--- src/hdl/sliding_window_interquartile_mean_macros.svh ---
// Assertion macros for the filter RTL.
`ifndef SLIDING_WINDOW_INTERQUARTILE_MEAN_MACROS_SVH
`define SLIDING_WINDOW_INTERQUARTILE_MEAN_MACROS_SVH
`ifndef ASSERT_OFF
`define SWIM_ASSERT_IMP(name, pre, post) \
  name: assert property (@(posedge clk) disable iff (rst) (pre) |-> (post)) \
    else $error("swim assertion failed");
`define SWIM_ASSERT_NEXT(name, pre, post) \
  name: assert property (@(posedge clk) disable iff (rst) (pre) |=> (post)) \
    else $error("swim assertion failed");
`else
`define SWIM_ASSERT_IMP(name, pre, post)
`define SWIM_ASSERT_NEXT(name, pre, post)
`endif
`endif

--- src/hdl/swim_pkg.sv ---
// Shared types for the sliding-window interquartile mean filter.
package swim_pkg;

  // Per-cell status seen by the neighbor and by the sum logic.
  typedef struct packed {
    logic shl;  // cell takes its right neighbor's entry during eviction
    logic ge;   // compacted entry is > the new sample (always set in the last cell)
  } swim_flags_t;

endpackage

--- src/hdl/swim_cell.sv ---
// One cell of the sorted window: evict, age and insert in a single step.
module swim_cell #(
  parameter int SAMPLE_BITS = 16,
  parameter int AGE_W       = 8,
  parameter int INDEX       = 0,
  parameter bit LAST        = 1'b0
) (
  input  logic                          clk,
  input  logic                          rst,
  input  logic                          en,
  input  logic signed [SAMPLE_BITS-1:0] x,
  input  logic        [AGE_W-1:0]       ev_idx,
  input  logic signed [SAMPLE_BITS-1:0] right_val,
  input  logic        [AGE_W-1:0]       right_age,
  input  logic signed [SAMPLE_BITS-1:0] left_c_val,
  input  logic        [AGE_W-1:0]       left_c_age,
  input  swim_pkg::swim_flags_t         left_flags,
  output logic signed [SAMPLE_BITS-1:0] val,
  output logic        [AGE_W-1:0]       age,
  output logic                          evict,
  output logic signed [SAMPLE_BITS-1:0] c_val,
  output logic        [AGE_W-1:0]       c_age,
  output swim_pkg::swim_flags_t         flags
);

  always_comb begin
    evict     = (age == {AGE_W{1'b1}});
    // every cell at or right of the evicted one closes the gap
    flags.shl = (AGE_W'(INDEX) >= ev_idx);
    c_val     = flags.shl ? right_val : val;
    c_age     = (flags.shl ? right_age : age) + AGE_W'(1);
    // the new sample goes after every entry equal to it
    flags.ge  = LAST ? 1'b1 : (c_val > x);
  end

  always_ff @(posedge clk) begin
    if (rst) begin
      val <= '0;
      age <= AGE_W'(INDEX);
    end else if (en) begin
      if (!flags.ge) begin
        val <= c_val;
        age <= c_age;
      end else if (!left_flags.ge) begin
        val <= x;
        age <= '0;
      end else begin
        val <= left_c_val;
        age <= left_c_age;
      end
    end
  end

endmodule

--- config.mk ---
export PLATFORM = sky130hd
export DESIGN_NAME = swim_cell
export DESIGN_NICKNAME = d
export VERILOG_FILES = /design/src/hdl/sliding_window_interquartile_mean_macros.svh /design/src/hdl/swim_pkg.sv /design/src/hdl/swim_cell.sv
export SDC_FILE = /design/constraint.sdc
export NUM_CORES = 1
export LEC_CHECK = 0
export BUFFER_PORTS_ARGS = -buffer_cell sky130_fd_sc_hd__clkbuf_2
export CAP_MARGIN = 20
export CORE_UTILIZATION = 39
export CTS_BUF_LIST = sky130_fd_sc_hd__clkbuf_2 sky130_fd_sc_hd__clkbuf_4 sky130_fd_sc_hd__clkbuf_8
export DETAILED_ROUTE_END_ITERATION = 8
export GPL_TIMING_DRIVEN = 1
export PLACE_DENSITY = 0.81
export SYNTH_ARGS = -nofsm -noshare
export SYNTH_HDL_FRONTEND = slang
export SYNTH_SLANG_ARGS = --single-unit
--- constraint.sdc ---
create_clock -name clk -period 12.6 [get_ports clk]
set_input_delay 3.78 -clock clk [delete_from_list [all_inputs] [get_ports clk]]
set_output_delay 3.78 -clock clk [all_outputs]
set_load 0.01 [all_outputs]
==> results of run 1 <==
-- sequential cells by signal, indices dropped and copies added (netlist names) --
signal and flops:
age 8, val 16
-- through the flow --
step / setup WS [ns] / hold WS, ns
detailed placement: 2.20 / 0.514
CTS: 2.19 / 0.527
global route: 1.96 / 0.548
finish: 2.23 / 0.522
global placement: 2.31 / 0.509
floorplan: 2.46 / 0.533
-- worst max-delay path by stage --
stage / from / endpoint / slack (ns) / cells after the start
floorplan: ev_idx[7] / flags[0] / 2.46 / 12
global placement: ev_idx[7] / flags[0] / 2.31 / 12
detailed placement: ev_idx[7] / flags[0] / 2.20 / 12
CTS: ev_idx[7] / flags[0] / 2.19 / 12
global route: ev_idx[7] / flags[0] / 1.96 / 12
finish: ev_idx[7] / flags[0] / 2.23 / 12
-- logic make-up (layout without fill, tap and decap cells) --
| family | after synthesis | after routing | synth area share |
|---|---|---|---|
| multiplexers | 24 | 24 | 0.116 |
| flip-flops | 24 | 24 | 0.214 |
| XOR/XNOR | 11 | 11 | 0.0428 |
| buffers and inverters | 40 | 151 | 0.0807 |
| AO/OA/AOI/OAI | 56 | 56 | 0.184 |
| AND/OR/NAND/NOR | 118 | 118 | 0.268 |
| adder cells (fa/ha/maj) | 17 | 17 | 0.0946 |
-- area by class of cell --
class                      count  area, um^2
clock buffer                   3        41.3
fill                         550        2610
inverter                      20        80.1
multi-input combinational    226        1590
sequential                    24         480
tap                           72        90.1
timing repair buffer         128         653
-- Yosys cell counts, types with 6 or more instances --
| cell type | n |
|---|---|
| mux2i_1 | 7 |
| xnor2_1 | 7 |
| dfxtp_1 | 24 |
| nand3_1 | 22 |
| clkbuf_1 | 13 |
| nand3_2 | 6 |
| o21ai_0 | 15 |
| mux2_1 | 12 |
| nor2_1 | 10 |
| a311oi_1 | 6 |
| ha_1 | 17 |
| inv_1 | 18 |
| nand2b_1 | 16 |
| nand2_1 | 47 |
| a21oi_1 | 6 |
| o221ai_1 | 16 |
-- layer usage --
metal,vias to the layer above,track usage
met4,0,0.0500
met5,-,0
li1,1263,-
met3,4,0.0282
met1,1150,0.250
met2,86,0.394
-- worst max-delay path: stages --
cell      delay (ns)
clkbuf_2        0.08
nor4_1          0.28
nand2_1         0.09
buf_4           0.26
mux2_1          0.40
ha_1            0.37
nand4_2         0.14
or2_4           0.29
a211oi_4        0.25
o31ai_4         0.14
inv_6           0.29
clkbuf_2        0.20
-- power by group --
| group | switching (mW) | internal (mW) | total [mW] |
|---|---|---|---|
| clock network | 0.0245 | 0.0214 | 0.0459 |
| registers | 0.00603 | 0.0821 | 0.0881 |
| logic | 0.0542 | 0.0394 | 0.0936 |
==> impl_metrics.ini, run 1 <==
[global_route]
grt_remaining_overflow = 0
grt_pass1_wl_mm = 10.4
antenna_found_initial = 0
grt_pass1_vias = 2342
grt_max_degree = 42
grt_usage = 0.210

[sta]
clock_skew_ns = 0.00309
tightest_slew_ns = 0.744
drv_slew = 0
period_share = 0.823
maxSlewHeadroom = 0.504
fmax_mhz = 96.4
finalHoldViolations = 0
finalCriticalPeriod_ns = 10.37
tns_ns = 0
grt_setup_unrepaired = no
report.final.setup_viol = 0

[synthesis]
async_flop_share = 0
syn_avg_cell_area_um2 = 7.75
synth.net_count = 384
synth_edf_count = 0
synth_area_um2 = 2250
synth.ff_latch_count = 24
synth_cells = 290
synth.largest_area_cell = dfxtp_1
synth_top_cells_by_area = dfxtp_1 (21%), ha_1 (9.5%), nand2_1 (7.8%)
synth_top_area_frac = 0.214
ys_seq_area_frac = 0.214
synthFlopType = dfxtp_1
ys_types = 39
yosys_warnings = 0

[power_and_ir_drop]
power_density_nw_per_um2 = 77.6
p_total_mw = 0.228
ir_drop_mv = 0.0355
cellLeakagePower_nw = 1.47

[finish]
final_util = 0.530
diodes = 0
syn_to_final_growth_pct = 30.5
final_cell_mix = clkbuf_2 (126), nand2_1 (47), dfxtp_1 (24)
post_route_cells_drive_above_1_share = 0.372
final_common_cell = clkbuf_2
fin_area_um2 = 2930
stdcell_count = 473
nNetsFinal = 497

[worst_setup_path]
crit_type = in -> out
path_max_fanout = 41
reg2reg_from = val[10]$_SDFFE_PP0P_
critPathCaptureType = primary output
startpoint_type = input pin
regToRegSetupSlack_ns = 9.90
rr_worst_depth = 9
worstPathArrival_ns = 6.59
critical_path_required_ns = 8.82
reg2reg_to = age[0]$_SDFFE_PP0P_

[clocking]
numCtsBuffers = 3
htreeDepth = 1
holdBufCountCts = 0
cts_buffer_depth = 2
root_buffer = clkbuf_8
clkTransAtPathRegs_ns = 0.08
ctsResizeCount = 0
cts_sinks = 24
clk_latency_ns = 0.26
cts_tree = yes
post-cts-setup-buffers = 0

[placed_design]
detailed_place.area_um2 = 2880
post-dp-hpwl_mm = 4.83
gp_congestion = 0.784
port_buffers = 126
place_inst = 469

[hold_path]
whs_path_depth = 2
hold_path_class = reg -> reg
hp-start = age[7]$_SDFFE_PP0P_
min_to = age[7]$_SDFFE_PP0P_

[die]
die_w_um = 77.9
row_count = 27
die_height_um = 77.9
initial_core_util = 0.406
core_area_um2 = 5540
die_area_um2 = 6070
io_pins = 128

[run]
maxCapViolations = 0

[route]
drt-initial-drc-count = 85
drc_errors = 0
drt_first_pass_iters = 4
antenna_left = 0
top_layer = met4
viasPerCell = 5.29
met3_length_um = 387
drt-met1-wl_mm = 2.79
drt_wl_total_mm = 6.33
post_drt_wl_per_cell_um = 13.4
wl_met2_mm = 3.11
dr_total_vias = 2503

[run_status]
status = complete, no violations
Note: power is estimated with default switching activity, not from simulation.
==> inputs of run 2 (changes only) <==
==> constraint.sdc (replaced) <==
create_clock -name clk -period 10.79 [get_ports clk]
set_input_delay 3.237 -clock clk [delete_from_list [all_inputs] [get_ports clk]]
set_output_delay 3.237 -clock clk [all_outputs]
set_load 0.01 [all_outputs]
==> run 2 against run 1 <==
Against the previous run: hold slack better by 0.0099 ns; die area stayed put; count of clock-buffer cells in the layout did not move; final area rose by 1.0%; cell count is 0.21% higher; clock power up 77%; sequential share of layout area shrank 0.17 points; critical path depth unchanged; setup slack got worse by 1.0 ns; largest cell class unchanged.
==> impl_metrics.ini, run 2 (synthesized netlist as in run 1, its figures left out) <==
[run]
maxCapViolations = 0

[finish]
nNetsFinal = 497
final_common_cell = clkbuf_2
stdcell_count = 474
largest_register = val
final_cell_mix = clkbuf_2 (126), nand2_1 (47), dfxtp_1 (24)
top_regs = val x16, age x8
diodes = 0
post_route_cells_drive_above_1_share = 0.373
largest_reg_flops = 16
syn_to_final_growth_pct = 31.8

[hold_path]
hold_path_class = reg -> reg

[sta]
tns_ns = 0
drv_slew = 0
fmax_mhz = 104
finalHoldViolations = 0
period_share = 0.888
report.final.setup_viol = 0
grt_setup_unrepaired = no
maxSlewHeadroom = 0.491
finalCriticalPeriod_ns = 9.58
tightest_slew_ns = 0.763
clock_skew_ns = 0.00442

[route]
dr_total_vias = 2487
drt_first_pass_iters = 4
drt-initial-drc-count = 104
viasPerCell = 5.25
drc_errors = 0
antenna_left = 0
drt_wl_total_mm = 6.24
post_drt_wl_per_cell_um = 13.2

[global_route]
antenna_found_initial = 0
grt_max_degree = 42
grt_remaining_overflow = 0
grt_pass1_wl_mm = 10.1
grt_pass1_vias = 2231
grt_usage = 0.205

[worst_setup_path]
startpoint_type = input pin
worstPathArrival_ns = 6.34
slowest_stage = nand2_1
critical_path_required_ns = 7.55
worst-path-buf-inv = 4
cpPeakStageDelay_ns = 0.38
critPathCaptureType = primary output
path_max_fanout = 41
cp_cell_sequence = clkbuf_2 > nor4_1 > nand2_1 > buf_4 > mux2_1 > ha_1 > nand4_2 > or2_4 > a211oi_4 > o31ai_4 > inv_6 > clkbuf_2
crit_top_cell = clkbuf_2
crit_type = in -> out
cp_top_family = simple AND/OR/NAND/NOR gates

[die]
row_count = 27
initial_core_util = 0.406
io_pins = 128
core_area_um2 = 5540
die_w_um = 77.9
die_area_um2 = 6070
die_height_um = 77.9

[placed_design]
gp_congestion = 0.794
post-dp-hpwl_mm = 4.85
port_buffers = 126
place_inst = 469

[clocking]
cts_buffer_depth = 2
clkTransAtPathRegs_ns = 0.10
ctsResizeCount = 0
holdBufCountCts = 0
cts_sinks = 24
clk_latency_ns = 0.27
htreeDepth = 1
cts_tree = yes
post-cts-setup-buffers = 0
numCtsBuffers = 3
root_buffer = clkbuf_8

[power_and_ir_drop]
cellLeakagePower_nw = 1.49
ir_drop_mv = 0.0587
power_density_nw_per_um2 = 98.9

[run_status]
status = complete, no violations
run 2: changes by cell type in the layout (fill, tap and decap cells not counted), sizes merged:
cell	change
bufinv	+1
run 2: per-layer routing:
layer	track usage	vias up	wire length (um)
met4	0.0389	0	19
met3	0.0235	2	414
li1	-	1262	-
met5	0	-	0
met2	0.380	104	2980
met1	0.255	1119	2820
run 2: power breakdown:
part           total (mW)  internal, mW  switching [mW]
Sequential          0.103        0.0959         0.00700
Combinational       0.109        0.0460          0.0628
Clock              0.0813        0.0496          0.0316
Total               0.293         0.192           0.101
run 2: layout make-up:
cell class              instances  area [um^2]
flip-flops and latches         24          480
clock inverters                 1         30.0
inverters                      20         80.1
clock buffers                   3         41.3
well taps                      72         90.1
fillers                       550         2580
multi-input cells             226         1590
repair buffers                128          653
run 2: tightest hold or removal path: stages, from the launching register on:
cell	delay (ns)
dfxtp_1	0.35
nor2_1	0.09
a311oi_1	0.05
run 2: path summary, 6_finish.rpt:
kind                        startpoint  slack (ns)  depth (start not counted)             endpoint
setup reg to reg  val[15]$_SDFFE_PP0P_        8.14                          9  age[0]$_SDFFE_PP0P_
hold / removal     age[7]$_SDFFE_PP0P_        0.53                          2  age[7]$_SDFFE_PP0P_
hold reg to reg    age[7]$_SDFFE_PP0P_        0.53                          2  age[7]$_SDFFE_PP0P_
setup / recovery             ev_idx[3]        1.21                         12             flags[0]
run 2: per-stage QoR:
| stage | area, um^2 | total power, mW | hold WS (ns) | setup slack [ns] | utilization |
|---|---|---|---|---|---|
| finish | 2960 | 0.293 | 0.532 | 1.21 | 0.535 |
| global route | 2960 | 0.311 | 0.558 | 0.914 | 0.535 |
| floorplan | 2250 | 0.176 | 0.533 | 1.73 | - |
| global placement | 2880 | 0.212 | 0.508 | 1.15 | 0.519 |
| detailed placement | 2880 | 0.214 | 0.520 | 1.11 | 0.519 |
| CTS | 2950 | 0.296 | 0.534 | 1.12 | 0.532 |
==> inputs of run 3 (changes only) <==
--- a/config.mk
+++ b/config.mk
@@ -7,6 +7,7 @@
 export LEC_CHECK = 0
 export BUFFER_PORTS_ARGS = -buffer_cell sky130_fd_sc_hd__clkbuf_2
 export CAP_MARGIN = 20
+export CORE_MARGIN = 3
 export CORE_UTILIZATION = 39
 export CTS_BUF_LIST = sky130_fd_sc_hd__clkbuf_2 sky130_fd_sc_hd__clkbuf_4 sky130_fd_sc_hd__clkbuf_8
 export DETAILED_ROUTE_END_ITERATION = 8
==> run 3 against run 2 <==
Against the previous run: cell count is 0.21% lower; critical endpoint unchanged; routed wire length is 3.0% higher; clock skew is 0.0018 ns lower.
==> impl_metrics.ini, run 3 (synthesized netlist as in run 1, its figures left out) <==
[run_status]
status = complete, no violations

[worst_setup_path]
crit_top_cell = clkbuf_2
cp_top_family = simple AND/OR/NAND/NOR gates
cp_cell_sequence = clkbuf_2 > nor4_1 > nand2_1 > buf_4 > mux2_1 > ha_1 > nand4_2 > or2_4 > o22ai_1 > o31ai_4 > inv_6 > clkbuf_2
crit_path_start = ev_idx[3]
path_max_fanout = 41
cpPeakStageDelay_ns = 0.39
worst-path-buf-inv = 4
reg2reg_from = val[15]$_SDFFE_PP0P_
critical_path_required_ns = 7.55
rr_worst_depth = 9
slowest_stage = nand2_1
regToRegSetupSlack_ns = 8.14
worstPathArrival_ns = 6.35
critPathCaptureType = primary output
startpoint_type = input pin
reg2reg_to = age[2]$_SDFFE_PP0P_
crit_type = in -> out

[sta]
finalCriticalPeriod_ns = 9.59
grt_setup_unrepaired = no
maxSlewHeadroom = 0.493
drv_slew = 0
tns_ns = 0
report.final.setup_viol = 0
finalHoldViolations = 0
fin_ws_ns = 1.20
clock_skew_ns = 0.00263
fmax_mhz = 104
tightest_slew_ns = 0.761
period_share = 0.889

[power_and_ir_drop]
ir_drop_mv = 0.0421
power_density_nw_per_um2 = 90.8
cellLeakagePower_nw = 1.47

[die]
row_count = 27
die_area_um2 = 6710
die_w_um = 81.9
core_area_um2 = 5540
die_height_um = 81.9
initial_core_util = 0.406
io_pins = 128

[route]
viasPerCell = 5.27
antenna_left = 0
drt_first_pass_iters = 4
drc_errors = 0
drt-initial-drc-count = 89
dr_total_vias = 2494
drt_wl_total_mm = 6.43
post_drt_wl_per_cell_um = 13.6

[hold_path]
hp-start = age[7]$_SDFFE_PP0P_
whs_path_depth = 2
min_to = age[7]$_SDFFE_PP0P_
hold_path_class = reg -> reg

[clocking]
clk_latency_ns = 0.26
cts_sinks = 24
post-cts-setup-buffers = 0
cts_tree = yes
htreeDepth = 1
clkTransAtPathRegs_ns = 0.09
root_buffer = clkbuf_8
holdBufCountCts = 0
numCtsBuffers = 3
cts_buffer_depth = 2
ctsResizeCount = 0

[run]
maxCapViolations = 0

[global_route]
grt_pass1_vias = 2228
grt_usage = 0.185
grt_remaining_overflow = 0
grt_max_degree = 42
grt_pass1_wl_mm = 9.92
antenna_found_initial = 0

[finish]
nNetsFinal = 497
final_common_cell = clkbuf_2
diodes = 0
top_regs = val x16, age x8
syn_to_final_growth_pct = 30.5
post_route_cells_drive_above_1_share = 0.372
final_util = 0.530
largest_reg_flops = 16
final_cell_mix = clkbuf_2 (126), nand2_1 (47), dfxtp_1 (24)
largest_register = val

[placed_design]
port_buffers = 126
gp_congestion = 0.820
post-dp-hpwl_mm = 5.06
pre_cts_ws_ns = 1.13
## run 3: final cells by class
| class | count | area (um^2) |
|---|---|---|
| clock buffer | 3 | 41.3 |
| fill | 546 | 2610 |
| inverter | 20 | 80.1 |
| multi-input combinational | 226 | 1590 |
| sequential | 24 | 480 |
| tap | 72 | 90.1 |
| timing repair buffer | 128 | 653 |
## run 3: power breakdown
group	switching, mW	internal, mW	total [mW]
Combinational	0.0633	0.0460	0.109
Sequential	0.00674	0.0959	0.103
Clock	0.0296	0.0250	0.0546
Total	0.0997	0.167	0.267
## run 3: through the flow
step / hold WS, ns / instance area [um^2] / power (mW) / std cells
floorplan: 0.533 / 2250 / 0.176 / 290
global placement: 0.511 / 2880 / 0.212 / 469
detailed placement: 0.525 / 2880 / 0.214 / 469
CTS: 0.537 / 2920 / 0.270 / 472
global route: 0.552 / 2930 / 0.287 / 473
finish: 0.533 / 2930 / 0.267 / 473
## run 3: worst max path at each step
stage	end	depth (start not counted)
after CTS	flags[0]	12
final	flags[0]	12
after global placement	flags[0]	12
after global routing	flags[0]	12
after detailed placement	flags[0]	12
after floorplan	flags[0]	12
## run 3: metal layers
layer	global-route usage	wire (um)	vias to the layer above
met3	0.0274	524	6
met1	0.225	2700	1136
li1	-	-	1256
met5	0	0	-
met2	0.340	3130	96
met4	0.0415	63	0
## run 3: tightest hold or removal path: cells and delay by family (launching register included)
kind / cells / cell delay (ns)
simple gates: 1 / 0.09
flops: 1 / 0.35
compound gates: 1 / 0.05
